File: src/rtl/x86e_pkg.sv
`default_nettype none
// ----------------------------------------------------------------------------
// x86e_pkg
// Shared types and constants for the x86-64 instruction encoder.
// ----------------------------------------------------------------------------
package x86e_pkg;

    // Longest instruction: prefix, REX, opcode, ModRM, SIB and four
    // displacement bytes.
    localparam int MaxBytes = 9;
    localparam int CountW   = $clog2(MaxBytes + 1);

    localparam logic [7:0] RexBase  = 8'h40;
    localparam logic [7:0] RexW     = 8'h08;
    localparam logic [7:0] RexR     = 8'h04;
    localparam logic [7:0] RexX     = 8'h02;
    localparam logic [7:0] RexB     = 8'h01;
    localparam logic [7:0] OpSizePx = 8'h66;
    localparam logic [7:0] OpRet    = 8'hC3;
    localparam logic [7:0] OpPopR   = 8'h58;
    localparam logic [7:0] OpPushR  = 8'h50;
    localparam logic [7:0] OpPopM   = 8'h8F;
    localparam logic [7:0] OpPushM  = 8'hFF;
    localparam logic [7:0] OpMov8   = 8'h88;
    localparam logic [7:0] OpMov    = 8'h89;
    localparam logic [7:0] ModRegReg = 8'hC0;
    localparam logic [7:0] ModDisp32 = 8'h80;
    localparam logic [7:0] ModDisp8  = 8'h40;
    localparam logic [2:0] RmSib     = 3'd4;
    localparam logic [2:0] RmBp      = 3'd5;
    localparam logic [2:0] RegPushM  = 3'd6;
    localparam logic [2:0] RegPopM   = 3'd0;

    typedef enum logic [2:0] {
        CMD_RET      = 3'd0,
        CMD_POP_REG  = 3'd1,
        CMD_POP_MEM  = 3'd2,
        CMD_PUSH_REG = 3'd3,
        CMD_PUSH_MEM = 3'd4,
        CMD_MOV_RR   = 3'd5
    } cmd_t;

    typedef enum logic [1:0] {
        SIZE_BYTE  = 2'd0,
        SIZE_WORD  = 2'd1,
        SIZE_DWORD = 2'd2,
        SIZE_QWORD = 2'd3
    } size_t_e_t;

    typedef enum logic [1:0] {
        DISP_NONE = 2'd0,
        DISP_8    = 2'd1,
        DISP_32   = 2'd2
    } disp_len_t;

    // One request as captured at the input register.
    typedef struct packed {
        logic [2:0]  command;
        logic [1:0]  op_size;
        logic [3:0]  src_reg;
        logic [3:0]  dst_reg;
        logic        has_base;
        logic [3:0]  base_reg;
        logic        has_index;
        logic [3:0]  index_reg;
        logic [1:0]  scale_code;
        logic [31:0] displacement;
    } req_t;

    // Decoded instruction: every byte that may appear and whether it does.
    typedef struct packed {
        logic        legal;
        logic        prefix_en;
        logic        rex_en;
        logic [7:0]  rex;
        logic [7:0]  opcode;
        logic        modrm_en;
        logic [7:0]  modrm;
        logic        sib_en;
        logic [7:0]  sib;
        disp_len_t   disp_len;
        logic [31:0] disp;
    } dec_t;

endpackage
`default_nettype wire

File: src/rtl/x86e_decode.sv
`default_nettype none
// ----------------------------------------------------------------------------
// x86e_decode
// Works out prefix, REX, opcode, ModRM, SIB and displacement size of one
// request.
// ----------------------------------------------------------------------------
module x86e_decode (
    input  x86e_pkg::req_t req,
    output x86e_pkg::dec_t dec
);

    logic       in_byte;
    logic       has_sib;
    logic       has_disp;
    logic [2:0] base_lo;
    logic [2:0] mem_reg;
    logic [7:0] mem_modrm;
    logic [7:0] mem_sib;
    logic [7:0] mem_rex;
    logic       word_size;

    assign base_lo   = req.base_reg[2:0];
    assign word_size = (req.op_size == x86e_pkg::SIZE_WORD);
    assign in_byte   = (req.displacement[31:7] == '0) || (req.displacement[31:7] == '1);
    assign has_sib   = req.has_index || !req.has_base || (base_lo == x86e_pkg::RmSib)
                       || (req.scale_code != 2'd0);
    assign has_disp  = !req.has_base || (req.displacement != '0)
                       || (base_lo == x86e_pkg::RmBp);
    assign mem_reg   = (x86e_pkg::cmd_t'(req.command) == x86e_pkg::CMD_POP_MEM)
                       ? x86e_pkg::RegPopM : x86e_pkg::RegPushM;

    always_comb
    begin
        mem_modrm = {2'b00, mem_reg, (has_sib ? x86e_pkg::RmSib : base_lo)};
        if (req.has_base)
        begin
            if (!in_byte)
            begin
                mem_modrm = mem_modrm | x86e_pkg::ModDisp32;
            end
            else if (has_disp)
            begin
                mem_modrm = mem_modrm | x86e_pkg::ModDisp8;
            end
        end
    end

    assign mem_sib = {req.scale_code,
                      (req.has_index ? req.index_reg[2:0] : x86e_pkg::RmSib),
                      (req.has_base ? base_lo : x86e_pkg::RmBp)};
    assign mem_rex = x86e_pkg::RexBase
                     | ((req.has_index && req.index_reg[3]) ? x86e_pkg::RexX : 8'h00)
                     | ((req.has_base && req.base_reg[3]) ? x86e_pkg::RexB : 8'h00);

    always_comb
    begin
        dec           = '0;
        dec.disp_len  = x86e_pkg::DISP_NONE;
        dec.disp      = req.displacement;
        dec.sib       = mem_sib;
        case (x86e_pkg::cmd_t'(req.command))
            x86e_pkg::CMD_RET:
            begin
                dec.legal  = 1'b1;
                dec.opcode = x86e_pkg::OpRet;
            end
            x86e_pkg::CMD_POP_REG, x86e_pkg::CMD_PUSH_REG:
            begin
                dec.legal     = 1'b1;
                dec.prefix_en = word_size;
                dec.rex_en    = req.src_reg[3];
                dec.rex       = x86e_pkg::RexBase | x86e_pkg::RexB;
                dec.opcode    = ((x86e_pkg::cmd_t'(req.command) == x86e_pkg::CMD_POP_REG)
                                 ? x86e_pkg::OpPopR : x86e_pkg::OpPushR)
                                | {5'b00000, req.src_reg[2:0]};
            end
            x86e_pkg::CMD_POP_MEM, x86e_pkg::CMD_PUSH_MEM:
            begin
                dec.legal     = 1'b1;
                dec.prefix_en = word_size;
                dec.rex_en    = (mem_rex != x86e_pkg::RexBase);
                dec.rex       = mem_rex;
                dec.opcode    = (x86e_pkg::cmd_t'(req.command) == x86e_pkg::CMD_POP_MEM)
                                ? x86e_pkg::OpPopM : x86e_pkg::OpPushM;
                dec.modrm_en  = 1'b1;
                dec.modrm     = mem_modrm;
                dec.sib_en    = has_sib;
                if (!in_byte || !req.has_base)
                begin
                    dec.disp_len = x86e_pkg::DISP_32;
                end
                else if (has_disp)
                begin
                    dec.disp_len = x86e_pkg::DISP_8;
                end
            end
            x86e_pkg::CMD_MOV_RR:
            begin
                dec.legal     = 1'b1;
                dec.prefix_en = word_size;
                dec.rex_en    = 1'b1;
                dec.rex       = x86e_pkg::RexBase
                                | ((req.op_size == x86e_pkg::SIZE_QWORD) ? x86e_pkg::RexW : 8'h00)
                                | (req.src_reg[3] ? x86e_pkg::RexR : 8'h00)
                                | (req.dst_reg[3] ? x86e_pkg::RexB : 8'h00);
                dec.opcode    = (req.op_size == x86e_pkg::SIZE_BYTE)
                                ? x86e_pkg::OpMov8 : x86e_pkg::OpMov;
                dec.modrm_en  = 1'b1;
                dec.modrm     = x86e_pkg::ModRegReg
                                | {2'b00, req.src_reg[2:0], req.dst_reg[2:0]};
            end
            default:
            begin
                dec.legal = 1'b0;
            end
        endcase
    end

endmodule
`default_nettype wire

File: src/rtl/x86_64_instruction_encoder_core.sv
`default_nettype none
// ----------------------------------------------------------------------------
// x86_64_instruction_encoder_core
// Encodes ret, push, pop and register mov requests into x86-64 machine code.
// ----------------------------------------------------------------------------
// Usage:
// A request transaction is accepted at a rising edge where start is high and
// busy is low. The request fields (command, op_size, registers and the
// base/index/scale/displacement address) are sampled at that edge.
// The encoded bytes leave one per cycle on code_byte, each marked by
// byte_valid for exactly one cycle; last_byte is high on the final byte of
// the instruction. The receiver cannot stall the byte stream.
// A request moves from the input register to the decode register and then
// to the serializer register, which puts its first byte on the ports; each
// move waits while the stage ahead is full. An instruction is from 1 (ret)
// up to 9 bytes long, and the bytes of consecutive instructions follow
// each other with no gap when the next one is already decoded. A new
// request can be taken while earlier ones are still leaving, and the
// one-byte output port sets the rate. busy rises when both pipeline
// registers hold requests and the serializer still has more than one byte
// left. Unused command codes produce no bytes and are dropped at decode.
// Reset clears all valid bits and the serializer byte count; no byte is
// emitted until a request arrives.
// ----------------------------------------------------------------------------
module x86_64_instruction_encoder_core (
    input  wire logic        clk,
    input  wire logic        rst_n,
    input  wire logic        start,
    output logic             busy,
    input  wire logic [2:0]  command,
    input  wire logic [1:0]  op_size,
    input  wire logic [3:0]  src_reg,
    input  wire logic [3:0]  dst_reg,
    input  wire logic        has_base,
    input  wire logic [3:0]  base_reg,
    input  wire logic        has_index,
    input  wire logic [3:0]  index_reg,
    input  wire logic [1:0]  scale_code,
    input  wire logic [31:0] displacement,
    output logic             byte_valid,
    output logic [7:0]       code_byte,
    output logic             last_byte
);

    localparam int MaxBytes = x86e_pkg::MaxBytes;
    localparam int CountW   = x86e_pkg::CountW;

    // Stage 0: captured request.
    logic           req_valid_reg;
    logic           req_valid_next;
    x86e_pkg::req_t req_reg;

    // Stage 1: decoded instruction.
    logic           dec_valid_reg;
    logic           dec_valid_next;
    x86e_pkg::dec_t dec_reg;
    x86e_pkg::dec_t dec_comb;

    // Stage 2: byte serializer.
    logic [7:0]        ser_buf_reg [MaxBytes];
    logic [CountW-1:0] ser_count_reg;
    logic [CountW-1:0] ser_count_next;
    logic [7:0]        asm_buf [MaxBytes];
    logic [CountW-1:0] asm_count;

    logic accept;
    logic ser_load;
    logic dec_advance;
    logic req_advance;

    x86e_decode u_decode (
        .req (req_reg),
        .dec (dec_comb)
    );

    // The serializer takes a new instruction when it is empty or is showing
    // the last byte of the current one, so instructions leave back to back.
    assign ser_load    = dec_valid_reg && (ser_count_reg <= CountW'(1));
    assign dec_advance = !dec_valid_reg || ser_load;
    assign req_advance = req_valid_reg && dec_advance;
    assign busy        = req_valid_reg && !dec_advance;
    assign accept      = start && !busy;

    always_comb
    begin
        req_valid_next = req_valid_reg;
        if (accept)
        begin
            req_valid_next = 1'b1;
        end
        else if (req_advance)
        begin
            req_valid_next = 1'b0;
        end
    end

    always_comb
    begin
        dec_valid_next = dec_valid_reg;
        if (dec_advance)
        begin
            dec_valid_next = req_valid_reg && dec_comb.legal;
        end
    end

    // Pack the present bytes of the decoded instruction into a dense buffer.
    always_comb
    begin
        logic [CountW-1:0] pos;
        pos = '0;
        for (int i = 0; i < MaxBytes; i++)
        begin
            asm_buf[i] = 8'h00;
        end
        if (dec_reg.prefix_en)
        begin
            asm_buf[pos[3:0]] = x86e_pkg::OpSizePx;
            pos = pos + CountW'(1);
        end
        if (dec_reg.rex_en)
        begin
            asm_buf[pos[3:0]] = dec_reg.rex;
            pos = pos + CountW'(1);
        end
        asm_buf[pos[3:0]] = dec_reg.opcode;
        pos = pos + CountW'(1);
        if (dec_reg.modrm_en)
        begin
            asm_buf[pos[3:0]] = dec_reg.modrm;
            pos = pos + CountW'(1);
        end
        if (dec_reg.sib_en)
        begin
            asm_buf[pos[3:0]] = dec_reg.sib;
            pos = pos + CountW'(1);
        end
        for (int k = 0; k < 4; k++)
        begin
            if (((k == 0) && (dec_reg.disp_len != x86e_pkg::DISP_NONE))
                || (dec_reg.disp_len == x86e_pkg::DISP_32))
            begin
                asm_buf[pos[3:0]] = dec_reg.disp[8*k +: 8];
                pos = pos + CountW'(1);
            end
        end
        asm_count = pos;
    end

    always_comb
    begin
        ser_count_next = ser_count_reg;
        if (ser_load)
        begin
            ser_count_next = asm_count;
        end
        else if (ser_count_reg != '0)
        begin
            ser_count_next = ser_count_reg - CountW'(1);
        end
    end

    always_ff @(posedge clk or negedge rst_n)
    begin
        if (!rst_n)
        begin
            req_valid_reg <= 1'b0;
            dec_valid_reg <= 1'b0;
            ser_count_reg <= '0;
        end
        else
        begin
            req_valid_reg <= req_valid_next;
            dec_valid_reg <= dec_valid_next;
            ser_count_reg <= ser_count_next;
        end
    end

    always_ff @(posedge clk)
    begin
        if (accept)
        begin
            req_reg.command      <= command;
            req_reg.op_size      <= op_size;
            req_reg.src_reg      <= src_reg;
            req_reg.dst_reg      <= dst_reg;
            req_reg.has_base     <= has_base;
            req_reg.base_reg     <= base_reg;
            req_reg.has_index    <= has_index;
            req_reg.index_reg    <= index_reg;
            req_reg.scale_code   <= scale_code;
            req_reg.displacement <= displacement;
        end
        if (dec_advance)
        begin
            dec_reg <= dec_comb;
        end
        if (ser_load)
        begin
            for (int i = 0; i < MaxBytes; i++)
            begin
                ser_buf_reg[i] <= asm_buf[i];
            end
        end
        else
        begin
            for (int i = 0; i < MaxBytes - 1; i++)
            begin
                ser_buf_reg[i] <= ser_buf_reg[i + 1];
            end
        end
    end

    assign byte_valid = (ser_count_reg != '0);
    assign code_byte  = ser_buf_reg[0];
    assign last_byte  = (ser_count_reg == CountW'(1));

    // The bytes of one instruction leave in consecutive cycles.
    a_contiguous: assert property (@(posedge clk) disable iff (!rst_n)
        (byte_valid && !last_byte) |=> byte_valid)
        else $error("instruction byte stream broke before its last byte");

    // The serializer never holds more than the longest instruction.
    a_count_range: assert property (@(posedge clk) disable iff (!rst_n)
        ser_count_reg <= CountW'(MaxBytes))
        else $error("serializer byte count out of range");

    // An accepted transaction is always captured in the input register.
    a_capture: assert property (@(posedge clk) disable iff (!rst_n)
        (start && !busy) |=> req_valid_reg)
        else $error("accepted request not captured");

    // A decoded instruction waiting on the serializer holds its contents.
    a_dec_hold: assert property (@(posedge clk) disable iff (!rst_n)
        (dec_valid_reg && !ser_load) |=> (dec_valid_reg && $stable(dec_reg)))
        else $error("stalled decode stage changed");

endmodule
`default_nettype wire

File: config.mk
export PLATFORM = sky130hd
export DESIGN_NAME = x86_64_instruction_encoder_core
export DESIGN_NICKNAME = d
export VERILOG_FILES = /design/src/rtl/x86e_pkg.sv /design/src/rtl/x86e_decode.sv /design/src/rtl/x86_64_instruction_encoder_core.sv
export SDC_FILE = /design/constraint.sdc
export NUM_CORES = 1
export LEC_CHECK = 0
export BUFFER_PORTS_ARGS = -buffer_cell sky130_fd_sc_hd__buf_2
export CELL_PAD_IN_SITES_DETAIL_PLACEMENT = 1
export CELL_PAD_IN_SITES_GLOBAL_PLACEMENT = 2
export CORE_MARGIN = 3
export CORE_UTILIZATION = 43
export DETAILED_ROUTE_END_ITERATION = 12
export PLACE_DENSITY = 0.88
export SYNTH_ARGS = -nofsm -noshare
export SYNTH_HDL_FRONTEND = slang
export SYNTH_HIERARCHICAL = 1
export SYNTH_SLANG_ARGS = --single-unit
File: constraint.sdc
create_clock -name clk -period 16.5 [get_ports clk]
set_clock_uncertainty 0.05 [all_clocks]
set_input_delay 1.65 -clock clk [delete_from_list [all_inputs] [get_ports clk]]
set_output_delay 1.65 -clock clk [all_outputs]
set_load 0.02 [all_outputs]
==> metrics.csv <==
metric,value,unit
crit path DAT,6430,ps
CTS tree,yes,
register area share after synthesis,45.5,%
core area,0.0273,mm²
type of origin of the critical path,flop,
drt first pass iters,5,
GRT Overall Usage,28.3,%
IO buf count,70,
HPWL after DPL,32000,µm
Synth Instances,1281,
Initial Util,44.2,%
Slew headroom,20.2,%
"Max FO, Critical Path",28,
CTS sink cnt,205,
multi-input combinational cell area,0.00574,mm²
pre-CTS WS,10430,ps
largest net degree at the start of global routing,71,
die area,0.0301,mm²
clk_lat worst skew,540,ps
Setup Viol. Count Final,0,
drt via density,6.41,
DR DRC count,0,
"delay-heaviest family, CP",adder cells,
Site Rows,60,
Max stage delay on crit path,900,ps
Worst Path Buf+Inv,3,
max cap viols,0,
post-route ant nets,0,
vias in the first global route,10577,
Layout area overhead,7.80,%
max FFs per register,72,
Hold/Removal Path Class,reg2reg,
Die H,173,µm
max-slew violations,0,
Tcrit/Tclk final,37.5,%
post-CTS setup buffer count,0,
hold slack,403,ps
WL per Instance,26.5,µm
Nets,1324,
initial antenna violation count,0,
Worst-Margin Slew,1190,ps
Syn Area/Cell,9.41,µm²
crit path capture type,flop,
# H-tree levels,1,
Ports,71,
Netlist Area Pre-Place,0.0121,mm²
status,"finished, final reports clean",
Final min period,6180,ps
Worst-path clk slew,60,ps
Storage cell area,0.00549,mm²
fill cell count,3071,
Crit-path slowest cell,edfxtp_1,
Main synth FF type,edfxtp_1,
number of flops mapped to enable cells by yosys,135,
Post-Route WL,43400,µm
Synth warnings,6,
Max Freq,162,MHz
"flops & latches, synth",205,
Fin Setup TNS,0,ps
required time of the critical path,16750,ps
gpl congestion,1.02,
Overflow after GRT,0,
Synth cell types,76,
root buf cell,clkbuf_16,
hold buffer count at cts,0,
unrepaired setup endpoints after global routing,false,
die span in x,173,µm
asr flop ratio synth,2.93,%
"Worst Path Class, Setup",reg2reg,
Ant. Diodes,0,
FF-to-FF setup slack,10320,ps
first-pass GRT wire length,65400,µm
Vias,10491,
fraction of layout instances using a drive strength above 1,14.4,%
cell breakdown of the critical path,inv_1 -> fa_1 -> xor2_1 -> ha_1 -> o21bai_1 -> o221ai_1 -> buf_4 -> ha_1 -> nand2b_1 -> o221ai_1 -> xnor2_1 -> buf_4 -> nor3_1 -> nand2_2 -> mux2_2 -> mux2_2,
setup ws final,10320,ps
Fin. Hold Viols,0,
DR iter-0 viols,995,
deepest clock path buffer count,3,
CTS resizes,0,
Num CTS Buffers,24,
layer usage:
metal  share of wire (%)  GRT usage, %
met4                 3.9          10.6
met5                   0             0
met3                 8.1          4.86
met2                  46          45.6
met1                  42          38.2
layout by cell type, fill, tap and decap left out, types with 9 or more instances in the layout:
master	instances
a211oi_1	49
o21ai_0	21
a21oi_1	40
o31ai_1	12
nor2_1	136
a221oi_1	22
a31oi_1	31
a22oi_1	29
a32oi_1	24
xnor2_1	12
inv_1	22
or3_1	9
buf_4	17
nand2b_1	12
nor3_1	54
o211ai_1	15
mux2_2	22
mux2i_1	27
dfxtp_1	64
buf_2	70
edfxtp_1	135
a2bb2oi_1	12
and2_1	17
nand3b_1	19
o2111ai_1	13
nand3_1	37
nand2_1	135
nor4_1	11
ha_1	15
a211o_1	12
clkbuf_16	24
cells in the mapped netlist, types with 24 or more instances:
cell	count	share of area, %
a211oi_1	49	3.1
nand3_1	37	1.5
mux2i_1	27	2.2
clkbuf_1	68	2.1
a31oi_1	31	1.6
edfxtp_1	135	34
a22oi_1	29	1.8
dfxtp_1	64	11
a32oi_1	24	1.7
nor3_1	54	2.2
buf_4	46	2.9
nand2_1	136	4.2
a21oi_1	40	1.7
nor2_1	136	4.2
logic make-up (layout without fill, tap and decap cells):
kind of cell	after synthesis	in the layout	share of synthesized area, %
and+or+nand+nor	472	472	18.4
AOI/OAI and AO/OA	349	349	21.7
DFF	205	205	45.5
buffers and inverters	171	153	7.03
muxes	51	51	4.53
adders and majority gates	16	16	1.72
xor gates and xnor gates	16	16	1.16
other	1	3	0.0311
path summary, 6_finish.rpt:
path,from,end,cells after the start
worst max register to register,dec_reg[51]$_DFFE_PP_,ser_buf_reg[1][3]$_DFFE_PP_,16
worst min-delay path,req_reg[6]$_DFFE_PP_,dec_reg[6]$_DFFE_PP_,0
worst max-delay path,dec_reg[51]$_DFFE_PP_,ser_buf_reg[1][3]$_DFFE_PP_,16
max in group asynchronous,rst_n,dec_valid_reg$_DFFE_PN0P_,1
min in group asynchronous,rst_n,ser_count_reg[0]$_DFFE_PN0P_,1
worst min register to register,req_reg[6]$_DFFE_PP_,dec_reg[6]$_DFFE_PP_,0
layout make-up:
type / count / share of cell area, %
clock inverters: 15 / 0.953
inverters: 23 / 0.664
multi-input cells: 907 / 44.2
flip-flops and latches: 205 / 42.2
clock buffers: 28 / 4.74
repair buffers: 87 / 3.68
well taps: 372 / 3.58
through the flow:
step                      std cells  utilization (%)  cell area [µm²]
after floorplan                1283                -            12100
after CTS                      1637             47.7            13000
final                          1637             47.7            13000
after global routing           1637             47.7            13000
after detailed placement       1594             45.0            12300
after global placement         1594             45.0            12300
Power is left out: the tool's default activity adds up to more than one toggle a clock period on the data nets, which glitch-free logic cannot reach.
